$ cat src/rtl/core/assert_macros.svh
// Assertion macros shared by the execute unit RTL.
// Each macro takes a label and a property clocked on clk, with rst_n low disabling it.
`ifndef ASSERT_MACROS_SVH
`define ASSERT_MACROS_SVH

`define C65EX_ASSERT(lbl, prop) \
    lbl: assert property (@(posedge clk) disable iff (!rst_n) prop) \
        else $error("execute unit assertion failed");

`define C65EX_NEVER(lbl, cond) \
    lbl: assert property (@(posedge clk) disable iff (!rst_n) !(cond)) \
        else $error("execute unit forbidden condition seen");

`endif

$ cat src/rtl/core/c65ex_pkg.sv
// Package for the 6502 execute unit: word types, operation codes and flag helpers.
// Used by every module under rtl/core; depends on nothing else.
package c65ex_pkg;

    localparam int STACK_DEPTH_DEF = 256;

    localparam logic [7:0] SP_RESET     = 8'hFD;
    localparam logic [7:0] STATUS_RESET = 8'h24;

    localparam int FLAG_C = 0;
    localparam int FLAG_Z = 1;
    localparam int FLAG_I = 2;
    localparam int FLAG_D = 3;
    localparam int FLAG_B = 4;
    localparam int FLAG_U = 5;
    localparam int FLAG_V = 6;
    localparam int FLAG_N = 7;

    typedef enum logic [5:0] {
        OP_LDA = 6'd0,  OP_LDX = 6'd1,  OP_LDY = 6'd2,  OP_STA = 6'd3,
        OP_STX = 6'd4,  OP_STY = 6'd5,  OP_TAX = 6'd6,  OP_TAY = 6'd7,
        OP_TXA = 6'd8,  OP_TYA = 6'd9,  OP_TSX = 6'd10, OP_TXS = 6'd11,
        OP_PHA = 6'd12, OP_PHP = 6'd13, OP_PLA = 6'd14, OP_PLP = 6'd15,
        OP_AND = 6'd16, OP_EOR = 6'd17, OP_ORA = 6'd18, OP_BIT = 6'd19,
        OP_ADC = 6'd20, OP_SBC = 6'd21, OP_CMP = 6'd22, OP_CPX = 6'd23,
        OP_CPY = 6'd24, OP_INC = 6'd25, OP_INX = 6'd26, OP_INY = 6'd27,
        OP_DEC = 6'd28, OP_DEX = 6'd29, OP_DEY = 6'd30, OP_ASL = 6'd31,
        OP_LSR = 6'd32, OP_ROL = 6'd33, OP_ROR = 6'd34, OP_JMP = 6'd35,
        OP_JSR = 6'd36, OP_RTS = 6'd37, OP_BCC = 6'd38, OP_BCS = 6'd39,
        OP_BEQ = 6'd40, OP_BNE = 6'd41, OP_BMI = 6'd42, OP_BPL = 6'd43,
        OP_BVC = 6'd44, OP_BVS = 6'd45, OP_CLC = 6'd46, OP_CLD = 6'd47,
        OP_CLI = 6'd48, OP_CLV = 6'd49, OP_SEC = 6'd50, OP_SED = 6'd51,
        OP_SEI = 6'd52, OP_BRK = 6'd53, OP_NOP = 6'd54, OP_RTI = 6'd55
    } op_t;

    typedef struct packed {
        logic [5:0]  kind;
        logic [7:0]  operand;
        logic [15:0] target_addr;
        logic        acc_mode;
        logic [15:0] pc_now;
    } in_t;

    typedef struct packed {
        logic        store_valid;
        logic [7:0]  store_data;
        logic [7:0]  acc_out;
        logic [7:0]  x_out;
        logic [7:0]  y_out;
        logic [7:0]  sp_out;
        logic [7:0]  status_out;
        logic        pc_redirect;
        logic [15:0] pc_next;
    } out_t;

    typedef struct packed {
        op_t         kind;
        logic [7:0]  operand;
        logic [15:0] target_addr;
        logic        acc_mode;
        logic [15:0] pc_now;
        logic [15:0] branch_pc;
        logic [15:0] ret_pc;
    } dec_t;

    typedef struct packed {
        logic full;
        logic empty;
    } q_status_t;

    function automatic logic [7:0] set_nz(input logic [7:0] status, input logic [7:0] v);
        logic [7:0] s;
        s = status;
        s[FLAG_N] = v[7];
        s[FLAG_Z] = (v == 8'h00);
        return s;
    endfunction

endpackage

$ cat src/rtl/core/c65ex_front.sv
// Front end of the execute unit: classifies an incoming word and precomputes addresses.
// Depends on c65ex_pkg.
module c65ex_front (
    input  c65ex_pkg::in_t  in_word,
    output c65ex_pkg::dec_t dec_word
);
    import c65ex_pkg::*;

    always_comb
    begin
        dec_word.kind        = op_t'(in_word.kind);
        dec_word.operand     = in_word.operand;
        dec_word.target_addr = in_word.target_addr;
        dec_word.acc_mode    = in_word.acc_mode;
        dec_word.pc_now      = in_word.pc_now;
        dec_word.branch_pc   = in_word.pc_now + {{8{in_word.operand[7]}}, in_word.operand};
        dec_word.ret_pc      = in_word.pc_now + 16'd2;
    end

endmodule

$ cat src/rtl/core/c65ex_queue.sv
// Two-entry queue of decoded words between the front and back ends.
// Depends on c65ex_pkg.
module c65ex_queue (
    input  logic                  clk,
    input  logic                  rst_n,
    input  logic                  push,
    input  c65ex_pkg::dec_t       push_word,
    input  logic                  pop,
    output c65ex_pkg::dec_t       head_word,
    output c65ex_pkg::q_status_t  status
);
    import c65ex_pkg::*;

    dec_t       slot_reg [2];
    logic       wr_ptr_reg, wr_ptr_next;
    logic       rd_ptr_reg, rd_ptr_next;
    logic [1:0] count_reg, count_next;

    always_comb
    begin
        wr_ptr_next = wr_ptr_reg ^ push;
        rd_ptr_next = rd_ptr_reg ^ pop;
        count_next  = count_reg + {1'b0, push} - {1'b0, pop};
    end

    always_ff @(posedge clk or negedge rst_n)
    begin
        if (!rst_n)
        begin
            wr_ptr_reg <= 1'b0;
            rd_ptr_reg <= 1'b0;
            count_reg  <= 2'd0;
        end
        else
        begin
            wr_ptr_reg <= wr_ptr_next;
            rd_ptr_reg <= rd_ptr_next;
            count_reg  <= count_next;
        end
    end

    always_ff @(posedge clk)
    begin
        if (push)
        begin
            slot_reg[wr_ptr_reg] <= push_word;
        end
    end

    assign head_word    = slot_reg[rd_ptr_reg];
    assign status.full  = (count_reg == 2'd2);
    assign status.empty = (count_reg == 2'd0);

endmodule

$ cat src/rtl/core/c65ex_back.sv
// Back end of the execute unit: register file, stack page memory, ALU and result register.
// Depends on c65ex_pkg.
module c65ex_back #(
    parameter int STACK_DEPTH = c65ex_pkg::STACK_DEPTH_DEF
) (
    input  logic             clk,
    input  logic             rst_n,
    input  logic             head_valid,
    input  c65ex_pkg::dec_t  head_word,
    output logic             pop,
    output logic             out_valid,
    input  logic             out_stall,
    output c65ex_pkg::out_t  out_word
);
    import c65ex_pkg::*;

    localparam int AW = $clog2(STACK_DEPTH);

    logic [7:0] a_reg, a_next;
    logic [7:0] x_reg, x_next;
    logic [7:0] y_reg, y_next;
    logic [7:0] sp_reg, sp_next;
    logic [7:0] p_reg, p_next;
    logic       jsr_phase_reg, jsr_phase_next;
    logic       out_valid_reg, out_valid_next;
    out_t       out_reg;
    out_t       res;

    logic [7:0]    stack_mem [STACK_DEPTH];
    logic [7:0]    rd0_reg, rd1_reg;
    logic          we;
    logic [AW-1:0] waddr, raddr0, raddr1;
    logic [7:0]    wdata;
    logic          exec;

    assign exec = head_valid && (!out_valid_reg || !out_stall);

    always_comb
    begin
        logic [7:0] sv;
        logic [8:0] sum;
        logic [8:0] diff;
        logic [7:0] cmp_src;
        logic [7:0] add_src;
        logic       take;

        a_next         = a_reg;
        x_next         = x_reg;
        y_next         = y_reg;
        sp_next        = sp_reg;
        p_next         = p_reg;
        jsr_phase_next = jsr_phase_reg;
        pop            = 1'b0;
        we             = 1'b0;
        waddr          = AW'(sp_reg % STACK_DEPTH);
        wdata          = 8'h00;
        take           = 1'b0;
        sv             = 8'h00;
        sum            = 9'd0;
        diff           = 9'd0;
        cmp_src        = a_reg;
        add_src        = head_word.operand;
        res            = '0;
        res.pc_next    = head_word.pc_now;

        if (exec)
        begin
            pop = 1'b1;
            unique case (head_word.kind) inside
                OP_LDA: begin a_next = head_word.operand; p_next = set_nz(p_reg, a_next); end
                OP_LDX: begin x_next = head_word.operand; p_next = set_nz(p_reg, x_next); end
                OP_LDY: begin y_next = head_word.operand; p_next = set_nz(p_reg, y_next); end
                OP_STA: begin res.store_valid = 1'b1; res.store_data = a_reg; end
                OP_STX: begin res.store_valid = 1'b1; res.store_data = x_reg; end
                OP_STY: begin res.store_valid = 1'b1; res.store_data = y_reg; end
                OP_TAX: begin x_next = a_reg; p_next = set_nz(p_reg, a_reg); end
                OP_TAY: begin y_next = a_reg; p_next = set_nz(p_reg, a_reg); end
                OP_TXA: begin a_next = x_reg; p_next = set_nz(p_reg, x_reg); end
                OP_TYA: begin a_next = y_reg; p_next = set_nz(p_reg, y_reg); end
                OP_TSX: begin x_next = sp_reg; p_next = set_nz(p_reg, sp_reg); end
                OP_TXS: sp_next = x_reg;
                OP_PHA, OP_PHP:
                begin
                    we    = 1'b1;
                    wdata = (head_word.kind == OP_PHA) ? a_reg : (p_reg | 8'h30);
                    sp_next = sp_reg - 8'd1;
                end
                OP_PLA:
                begin
                    sp_next = sp_reg + 8'd1;
                    a_next  = rd0_reg;
                    p_next  = set_nz(p_reg, rd0_reg);
                end
                OP_PLP:
                begin
                    sp_next = sp_reg + 8'd1;
                    p_next  = (rd0_reg & 8'hCF) | (p_reg & 8'h30);
                end
                OP_AND: begin a_next = a_reg & head_word.operand; p_next = set_nz(p_reg, a_next); end
                OP_EOR: begin a_next = a_reg ^ head_word.operand; p_next = set_nz(p_reg, a_next); end
                OP_ORA: begin a_next = a_reg | head_word.operand; p_next = set_nz(p_reg, a_next); end
                OP_BIT:
                begin
                    p_next         = (p_reg & 8'h3F) | (head_word.operand & 8'hC0);
                    p_next[FLAG_Z] = ((a_reg & head_word.operand) == 8'h00);
                end
                OP_ADC, OP_SBC:
                begin
                    add_src = (head_word.kind == OP_SBC) ? ~head_word.operand : head_word.operand;
                    sum     = {1'b0, a_reg} + {1'b0, add_src} + {8'h00, p_reg[FLAG_C]};
                    a_next  = sum[7:0];
                    p_next  = set_nz(p_reg, sum[7:0]);
                    p_next[FLAG_C] = sum[8];
                    p_next[FLAG_V] = ~(a_reg[7] ^ add_src[7]) & (a_reg[7] ^ sum[7]);
                end
                OP_CMP, OP_CPX, OP_CPY:
                begin
                    cmp_src = (head_word.kind == OP_CPX) ? x_reg :
                              (head_word.kind == OP_CPY) ? y_reg : a_reg;
                    diff    = {1'b0, cmp_src} - {1'b0, head_word.operand};
                    p_next  = set_nz(p_reg, diff[7:0]);
                    p_next[FLAG_C] = !diff[8];
                end
                OP_INC, OP_DEC:
                begin
                    sv = (head_word.kind == OP_INC) ? head_word.operand + 8'd1
                                                    : head_word.operand - 8'd1;
                    res.store_valid = 1'b1;
                    res.store_data  = sv;
                    p_next = set_nz(p_reg, sv);
                end
                OP_INX: begin x_next = x_reg + 8'd1; p_next = set_nz(p_reg, x_next); end
                OP_INY: begin y_next = y_reg + 8'd1; p_next = set_nz(p_reg, y_next); end
                OP_DEX: begin x_next = x_reg - 8'd1; p_next = set_nz(p_reg, x_next); end
                OP_DEY: begin y_next = y_reg - 8'd1; p_next = set_nz(p_reg, y_next); end
                OP_ASL, OP_LSR, OP_ROL, OP_ROR:
                begin
                    cmp_src = head_word.acc_mode ? a_reg : head_word.operand;
                    if (head_word.kind == OP_ASL || head_word.kind == OP_ROL)
                    begin
                        sv = {cmp_src[6:0],
                              (head_word.kind == OP_ROL) && p_reg[FLAG_C]};
                        p_next[FLAG_C] = cmp_src[7];
                    end
                    else
                    begin
                        sv = {(head_word.kind == OP_ROR) && p_reg[FLAG_C],
                              cmp_src[7:1]};
                        p_next[FLAG_C] = cmp_src[0];
                    end
                    p_next = set_nz(p_next, sv);
                    if (head_word.acc_mode)
                    begin
                        a_next = sv;
                    end
                    else
                    begin
                        res.store_valid = 1'b1;
                        res.store_data  = sv;
                    end
                end
                OP_JMP: begin res.pc_redirect = 1'b1; res.pc_next = head_word.target_addr; end
                OP_JSR:
                begin
                    we      = 1'b1;
                    sp_next = sp_reg - 8'd1;
                    if (!jsr_phase_reg)
                    begin
                        wdata          = head_word.ret_pc[15:8];
                        pop            = 1'b0;
                        jsr_phase_next = 1'b1;
                    end
                    else
                    begin
                        wdata           = head_word.ret_pc[7:0];
                        jsr_phase_next  = 1'b0;
                        res.pc_redirect = 1'b1;
                        res.pc_next     = head_word.target_addr;
                    end
                end
                OP_RTS:
                begin
                    sp_next         = sp_reg + 8'd2;
                    res.pc_redirect = 1'b1;
                    res.pc_next     = {rd1_reg, rd0_reg} + 16'd1;
                end
                OP_BCC: take = !p_reg[FLAG_C];
                OP_BCS: take = p_reg[FLAG_C];
                OP_BEQ: take = p_reg[FLAG_Z];
                OP_BNE: take = !p_reg[FLAG_Z];
                OP_BMI: take = p_reg[FLAG_N];
                OP_BPL: take = !p_reg[FLAG_N];
                OP_BVC: take = !p_reg[FLAG_V];
                OP_BVS: take = p_reg[FLAG_V];
                OP_CLC: p_next[FLAG_C] = 1'b0;
                OP_CLD: p_next[FLAG_D] = 1'b0;
                OP_CLI: p_next[FLAG_I] = 1'b0;
                OP_CLV: p_next[FLAG_V] = 1'b0;
                OP_SEC: p_next[FLAG_C] = 1'b1;
                OP_SED: p_next[FLAG_D] = 1'b1;
                OP_SEI: p_next[FLAG_I] = 1'b1;
                default: ;
            endcase
            if (take)
            begin
                res.pc_redirect = 1'b1;
                res.pc_next     = head_word.branch_pc;
            end
        end

        res.acc_out    = a_next;
        res.x_out      = x_next;
        res.y_out      = y_next;
        res.sp_out     = sp_next;
        res.status_out = p_next;

        raddr0 = AW'(8'(sp_next + 8'd1) % STACK_DEPTH);
        raddr1 = AW'(8'(sp_next + 8'd2) % STACK_DEPTH);

        if (pop)
        begin
            out_valid_next = 1'b1;
        end
        else if (!out_stall)
        begin
            out_valid_next = 1'b0;
        end
        else
        begin
            out_valid_next = out_valid_reg;
        end
    end

    always_ff @(posedge clk or negedge rst_n)
    begin
        if (!rst_n)
        begin
            a_reg         <= 8'h00;
            x_reg         <= 8'h00;
            y_reg         <= 8'h00;
            sp_reg        <= SP_RESET;
            p_reg         <= STATUS_RESET;
            jsr_phase_reg <= 1'b0;
            out_valid_reg <= 1'b0;
        end
        else
        begin
            a_reg         <= a_next;
            x_reg         <= x_next;
            y_reg         <= y_next;
            sp_reg        <= sp_next;
            p_reg         <= p_next;
            jsr_phase_reg <= jsr_phase_next;
            out_valid_reg <= out_valid_next;
        end
    end

    always_ff @(posedge clk)
    begin
        if (pop)
        begin
            out_reg <= res;
        end
    end

    // The two read ports always look one and two entries above the next stack pointer,
    // with the write of this cycle forwarded.
    always_ff @(posedge clk)
    begin
        if (we)
        begin
            stack_mem[waddr] <= wdata;
        end
        rd0_reg <= (we && waddr == raddr0) ? wdata : stack_mem[raddr0];
        rd1_reg <= (we && waddr == raddr1) ? wdata : stack_mem[raddr1];
    end

    assign out_valid = out_valid_reg;
    assign out_word  = out_reg;

endmodule

$ cat src/rtl/core/cpu6502_execute_unit.sv
// Execute unit of a 6502-style processor: top level joining front end, queue and back end.
// Depends on c65ex_pkg, c65ex_front, c65ex_queue, c65ex_back and assert_macros.svh.
//
// Each input word carries one decoded operation with its operand, target address,
// accumulator-mode bit and current PC. Each output word carries the store request,
// the registers A, X, Y, SP and status after the operation, and the next PC.
// Both channels use valid and stall; a word moves on a clock edge with valid high
// and stall low. Exactly one output word is produced for every input word, in order.
// An accepted input word is registered in the queue and its result in the output register.
// While the result side is not stalled, throughput is one word per cycle for all operations
// except JSR, which holds the queue head until it has pushed both bytes, because the
// stack page memory has one write port. A two-entry queue separates the front and back ends.
// Reset clears A, X, Y, sets SP to FD and status to 24, empties the queue and drops
// any pending output word; the stack page is not cleared. While the receiver stalls,
// the output word holds, and input words are still taken until the queue is full.
module cpu6502_execute_unit #(
    parameter int STACK_DEPTH = c65ex_pkg::STACK_DEPTH_DEF
) (
    input  logic             clk,
    input  logic             rst_n,
    input  logic             in_valid,
    output logic             in_stall,
    input  c65ex_pkg::in_t   in_word,
    output logic             out_valid,
    input  logic             out_stall,
    output c65ex_pkg::out_t  out_word
);
    import c65ex_pkg::*;

    `include "assert_macros.svh"

    dec_t      dec_word;
    dec_t      head_word;
    q_status_t q_stat;
    logic      q_push;
    logic      q_pop;

    assign in_stall = q_stat.full;
    assign q_push   = in_valid && !q_stat.full;

    c65ex_front u_front (
        .in_word  (in_word),
        .dec_word (dec_word)
    );

    c65ex_queue u_queue (
        .clk       (clk),
        .rst_n     (rst_n),
        .push      (q_push),
        .push_word (dec_word),
        .pop       (q_pop),
        .head_word (head_word),
        .status    (q_stat)
    );

    c65ex_back #(
        .STACK_DEPTH (STACK_DEPTH)
    ) u_back (
        .clk        (clk),
        .rst_n      (rst_n),
        .head_valid (!q_stat.empty),
        .head_word  (head_word),
        .pop        (q_pop),
        .out_valid  (out_valid),
        .out_stall  (out_stall),
        .out_word   (out_word)
    );

    `C65EX_NEVER(a_queue_full_and_empty, q_stat.full && q_stat.empty)
    `C65EX_ASSERT(a_pop_needs_word, q_pop |-> !q_stat.empty)
    `C65EX_ASSERT(a_push_fills_queue, q_push |=> !q_stat.empty)
    `C65EX_ASSERT(a_pop_gives_output, q_pop |=> out_valid)

endmodule
$ cat config.mk
export PLATFORM = sky130hd
export DESIGN_NAME = cpu6502_execute_unit
export DESIGN_NICKNAME = d
export VERILOG_FILES = /design/src/rtl/core/c65ex_pkg.sv /design/src/rtl/core/c65ex_front.sv /design/src/rtl/core/c65ex_queue.sv /design/src/rtl/core/c65ex_back.sv /design/src/rtl/core/cpu6502_execute_unit.sv
export VERILOG_INCLUDE_DIRS = /design/src /design/src/rtl/core
export SDC_FILE = /design/constraint.sdc
export NUM_CORES = 2
export LEC_CHECK = 0
export CELL_PAD_IN_SITES_DETAIL_PLACEMENT = 0
export CELL_PAD_IN_SITES_GLOBAL_PLACEMENT = 1
export CORE_MARGIN = 2
export CORE_UTILIZATION = 50
export CTS_CLUSTER_SIZE = 24
export DETAILED_ROUTE_END_ITERATION = 6
export DONT_BUFFER_PORTS = 1
export PLACE_DENSITY_LB_ADDON = 0.1
export SLEW_MARGIN = 20
export SYNTH_ARGS = -nofsm -noshare
export SYNTH_HDL_FRONTEND = slang
export SYNTH_HIERARCHICAL = 1
export SYNTH_SLANG_ARGS = --single-unit
$ cat constraint.sdc
create_clock -name clk -period 16.6 [get_ports clk]
set_clock_uncertainty 0.05 [all_clocks]
set_input_delay 3.32 -clock clk [delete_from_list [all_inputs] [get_ports clk]]
set_output_delay 3.32 -clock clk [all_outputs]
set_load 0.02 [all_outputs]
# Yosys cells after proc, flatten, opt, wreduce, memory -nomap -nowiden
# Memory sizes are Yosys's and may differ from the RTL's. A register that Yosys moved wholly into a read port is not among the register bits.
# Cells that the tools add are included.
[op_classes] add_sub_neg=19 eq_ne=54 mux=50 bitwise_logic=12 reduce_logical=45
[ops] cell="$logic_not A8 Y1" n=17
[ops] cell="$mux W8" n=17
[ops] cell="$eq A6 B6 Y1 const B" n=21
[ops] cell="$eq A6 B5 Y1 const B" n=16
[ops] cell="$pmux W8 S9" n=1
[ops] cell="$pmux W8 S4" n=2
[ops] cell="$pmux W17 S3" n=1
[ops] cell="$eq A6 B4 Y1 const B" n=8
[ops] cell="$pmux W9 S5" n=1
[ops] cell="$add A8 B1 Y8 const B" n=5
[ops] cell="$pmux W8 S5" n=1
[ops] cell="$mux W17" n=2
[ops] cell="$sub A8 B1 Y8 const B" n=4
[ops] cell="$eq A6 B3 Y1 const B" n=4
[ops] cell="$pmux W1 S19" n=1
[ops] cell="$pmux W1 S18" n=1
[ops] cell="$add A16 B1 Y16 const B" n=1
[ops] cell="$add A16 B16 Y16" n=1
[ops] cell="$add A16 B2 Y16 const B" n=1
[ops] cell="$add A8 B2 Y8 const B" n=2
[ops] cell="$mux W16" n=1
[ops] cell="$pmux W8 S2" n=1
[ops] cell="$mux W1" n=14
[ops] cell="$eq A6 B2 Y1 const B" n=2
[ops] cell="31 further kinds" n=55
[word_totals] ram_bits=2206 in_bits=51 n_memories=2 wordCells=201 reg_bits=112 output_inout_bits=68
[mem_list] name="u_back.stack_mem" words=256 word_bits=8 read_ports=2 rd_clocked_by_memory_dff=2 write_ports=1 line_no="c65ex_back.sv:29" rtl="logic [7:0] stack_mem [STACK_DEPTH];"
[mem_list] name="u_queue.slot_reg" words=2 word_bits=79 read_ports=1 rd_clocked_by_memory_dff=0 write_ports=1 line_no="c65ex_queue.sv:14" rtl="dec_t slot_reg [2];"

# Logic depth before layout (Yosys ltp)
# An unclocked memory read counts as a cell.
[logic_depth] ltp_word=9 ltp_mapped=30 ltp_nobuf=21

# By module
# The synthesis kept the hierarchy.
[by_module_without_submodules] module="c65ex_back" seq_area_each_um2=64863.5 n_inst=1 cells_each=7647 area_each_um2=107872.2
[by_module_without_submodules] module="c65ex_queue" seq_area_each_um2=4844.6 n_inst=1 cells_each=262 area_each_um2=6309.8
[by_module_without_submodules] module="c65ex_front" seq_area_each_um2=0.0 n_inst=1 cells_each=202 area_each_um2=1440.1
[by_module_without_submodules] module="cpu6502_execute_unit" seq_area_each_um2=0.0 n_inst=1 cells_each=2 area_each_um2=17.5

# Worst setup path after synthesis
# Ideal clock, no wire load.
[synth_path] path_kind="in2reg" start="in out_stall" end="mem u_back.stack_mem[0][4] (data pin)" path_slack_ps=4377 path_buffers=1 setup_ps=1575 required_ps=14975 t_arrival_ps=10597 stages=4 path_cell_list="nand2_1 > nand2_1 > clkbuf_1 > a21oi_1"
[synth_via] elab_chain_len=4
[synth_lines] item="from (decl)" line_no="cpu6502_execute_unit.sv:25" rtl="input logic out_stall,"
[synth_lines] item="$logic_not A1 Y1" line_no="c65ex_back.sv:36" rtl="assign exec = head_valid && (!out_valid_reg || !out_stall);"
[synth_lines] item="$logic_or A1 B1 Y1" line_no="c65ex_back.sv:36"
[synth_lines] item="$logic_and A1 B1 Y1" line_no="c65ex_back.sv:36"
[synth_lines] item="$mux W8" line_no="c65ex_back.sv:66" rtl="if (exec)"
[synth_lines] item="net u_back.wdata[4]" line_no="c65ex_back.sv:33" rtl="logic [7:0] wdata;"
[synth_lines] item="to (decl)" line_no="c65ex_back.sv:29"
# The timed path passes the listed nets, and every way through them passes these cells.

==> flow_metrics.env <==
export IMPL_critPathSlowestCell="dfrtp_4"
export IMPL_dieArea_sq_mm=0.235
export IMPL_rsz0062_at_grt="false"
export IMPL_ctsHoldBuffers=0
export IMPL_wl_met2_microns=192000
export IMPL_ant_nets=0
export IMPL_most_common_layout_cells="edfxtp_1 (2272), nand2_1 (1061), mux4_2 (615)"
export IMPL_ys_types=107
export IMPL_synthFlopType="edfxtp_1"
export IMPL_cts_root_buf="clkbuf_16"
export IMPL_wirelength_microns=429000
export IMPL_grt_overflow_total=0
export IMPL_via_per_inst=7.17
export IMPL_ys_warn_count=6
export IMPL_numClockSinks=2334
export IMPL_synth_edf_count=2272
export IMPL_rows=176
export IMPL_dr_wl_met3_microns=52000
export IMPL_timing_final_crit_share=0.647
export IMPL_finalMaxSlewViolations=0
export IMPL_h_tree_depth=4
export IMPL_worstSetupPathType="reg2reg"
export IMPL_syn_area_per_cell_sq_um=14.3
export IMPL_vias=80400
export IMPL_first_iter_violations=13200
export IMPL_cts_clk_slew_worst_paths_ps=60
export IMPL_fp_dieH_microns=485
export IMPL_cts_setup_buffers=0
export IMPL_cp_cell_sequence="mux2_4 -> inv_2 -> or3_1 -> a211oi_2 -> inv_1 -> fa_1 -> xnor2_1 -> a222oi_1 -> nand2b_1 -> nand2_1 -> ha_4 -> or4_1 -> o311a_4 -> nand2_4 -> buf_4 -> buf_12 -> mux2i_1 -> o22ai_1 -> nor4_1 -> o221ai_1 -> o21ai_0 -> nand4_1"
export IMPL_yosysSeqAreaShare=0.603
export IMPL_cts_resized_gates=0
export IMPL_fin_crit_ps=10750
export IMPL_place_ws_ps=5660
export IMPL_async_flop_share=0.0197
export IMPL_grt_use_total=0.358
export IMPL_post_drt_wl_per_cell_microns=38.3
export IMPL_antenna_found_initial=25
export IMPL_worst_path_max_fanout=140
export IMPL_required_ps=17290
export IMPL_ios=119
export IMPL_insertion_delay_ps=950
export IMPL_drv_cap=0
export IMPL_dp_hpwl_microns=271000
export IMPL_slew_headroom=0.0877
export IMPL_finalSetupTns_ps=0
export IMPL_holdWs_ps=317
export IMPL_setup_ws_ps=5850
export IMPL_grt_pass1_wl_microns=595000
export IMPL_slowest_delay_ps=1020
export IMPL_core_sq_mm=0.230
export IMPL_drc=1
export IMPL_worstHoldPathType="reg2reg"
export IMPL_top_layer="met5"
export IMPL_pwr_density_cell_mw_per_mm2=184
export IMPL_cp_data_arrival_time_ps=11430
export IMPL_numPortBuffers=0
export IMPL_cp_end_kind="flop"
export IMPL_status="finished with violations"
export IMPL_grt_start_max_net_pins=238
export IMPL_wl_met1_microns=162000
export IMPL_cts_root_to_sink_buffers=3
export IMPL_fin_nets=8097
export IMPL_critPathLaunchType="flop"
export IMPL_firstDrtPassIters=7
export IMPL_fmax_mhz=93.1
export IMPL_largest_reg_flops=2048
export IMPL_hold_viol_final=0
export IMPL_layout_commonest_cell="edfxtp_1"
export IMPL_initial_core_util=0.503
export IMPL_p_leak_nw=41.6
export IMPL_ys_ff_latch=2334
export IMPL_synthCells=8113
export IMPL_worst_pin_slew_ps=1370
export IMPL_irDropWorstVdd_mv=0.223
export IMPL_die_w_microns=485
export IMPL_cts_tree="built"
export IMPL_postSynthNetCount=8249
export IMPL_failed_checks="DRC"
export IMPL_grt_pass1_vias=76400
export IMPL_drive_gt1_frac=0.191
export IMPL_numCtsBuffers=241
export IMPL_setup_violations=0
export IMPL_syn_area_sq_mm=0.116
export IMPL_routabilityCongestion=0.965
export IMPL_area_growth_pct=9.99
## cell type report
type / instances / area, sq um
Inverter: 64 / 249
Timing Repair Buffer: 307 / 2530
Clock inverter: 156 / 1930
Antenna cell: 14 / 35.0
Multi-Input combinational cell: 5013 / 42600
Clock buffer: 295 / 6290
Fill cell: 18400 / 103000
Tap cell: 3026 / 3790
Sequential cell: 2334 / 69700
## power breakdown
part / internal (mW) / switching [mW]
sequential: 6.75 / 0.450
clock: 3.22 / 2.40
combinational: 3.42 / 7.16
## stage by stage
stage / cells / cell area (sq um) / power [mW] / utilization
after global placement: 10700 / 119000 / 17.5 / 0.517
final: 11200 / 127000 / 23.4 / 0.553
after floorplan: 8113 / 116000 / 13.7 / -
after global routing: 11200 / 127000 / 24.0 / 0.553
after CTS: 11200 / 127000 / 23.1 / 0.553
after detailed placement: 10700 / 119000 / 17.5 / 0.517
## worst max-delay path, delay by kind of cell (launching register included)
kind                     cells  cell delay [ps]
adder cells (fa/ha/maj)      2              670
AND/OR/NAND/NOR              7             3030
buffers and inverters        4             1600
multiplexers                 2              790
AO/OA/AOI/OAI                6             3040
flip-flops                   1             1020
XOR/XNOR                     1              170
## cells by family (layout without fill, tap and decap cells)
kind of cell	count (synthesis)	count (layout)	synth area share
AOI/OAI and AO/OA	1418	1418	0.0882
xor gates and xnor gates	96	96	0.00776
adders and majority gates	85	85	0.00952
buffers and inverters	766	822	0.0327
DFF	2334	2334	0.603
muxes	1171	1171	0.172
other	0	14	0
and+or+nand+nor	2243	2243	0.0873
## final timing paths
path / endpoint / slack, ps / depth (start not counted) / start
worst max-delay path: u_back/rd1_reg[5] / 5850 / 22 / u_queue/rd_ptr_reg
worst min-delay path: u_back/p_reg[5] / 320 / 0 / u_back/p_reg[5]
worst max register to register: u_back/rd1_reg[5] / 5850 / 22 / u_queue/rd_ptr_reg
worst min register to register: u_back/p_reg[5] / 320 / 0 / u_back/p_reg[5]
max in group asynchronous: u_back/p_reg[2] / 14200 / 0 / rst_n
min in group asynchronous: u_back/y_reg[7] / 2020 / 0 / rst_n
## cells in the mapped netlist (37+ instances only)
cell type | number | area share
a211oi_1 | 242 | 0.016
a21oi_1 | 176 | 0.0076
a22oi_1 | 67 | 0.0043
a311oi_1 | 183 | 0.014
a31oi_1 | 90 | 0.0049
and3_1 | 258 | 0.014
buf_1 | 45 | 0.0015
buf_2 | 179 | 0.0077
buf_4 | 119 | 0.0077
clkbuf_1 | 337 | 0.011
dfrtp_1 | 37 | 0.0080
edfxtp_1 | 2272 | 0.59
ha_1 | 80 | 0.0087
inv_1 | 59 | 0.0019
mux2_4 | 79 | 0.010
mux2i_1 | 447 | 0.039
mux4_2 | 615 | 0.12
nand2_1 | 1082 | 0.035
nand3_1 | 200 | 0.0087
nor2_1 | 413 | 0.013
nor3_1 | 55 | 0.0024
nor4_1 | 71 | 0.0038
o21ai_0 | 127 | 0.0055
o221ai_1 | 58 | 0.0044
o22ai_1 | 199 | 0.011
xnor2_1 | 63 | 0.0048
## per-layer routing
layer	up-vias	global-route usage
met4	18	0.169
met2	5888	0.540
li1	32200	-
met3	1211	0.0919
met5	-	0
met1	41100	0.487
(Power assumes the default switching activity.)
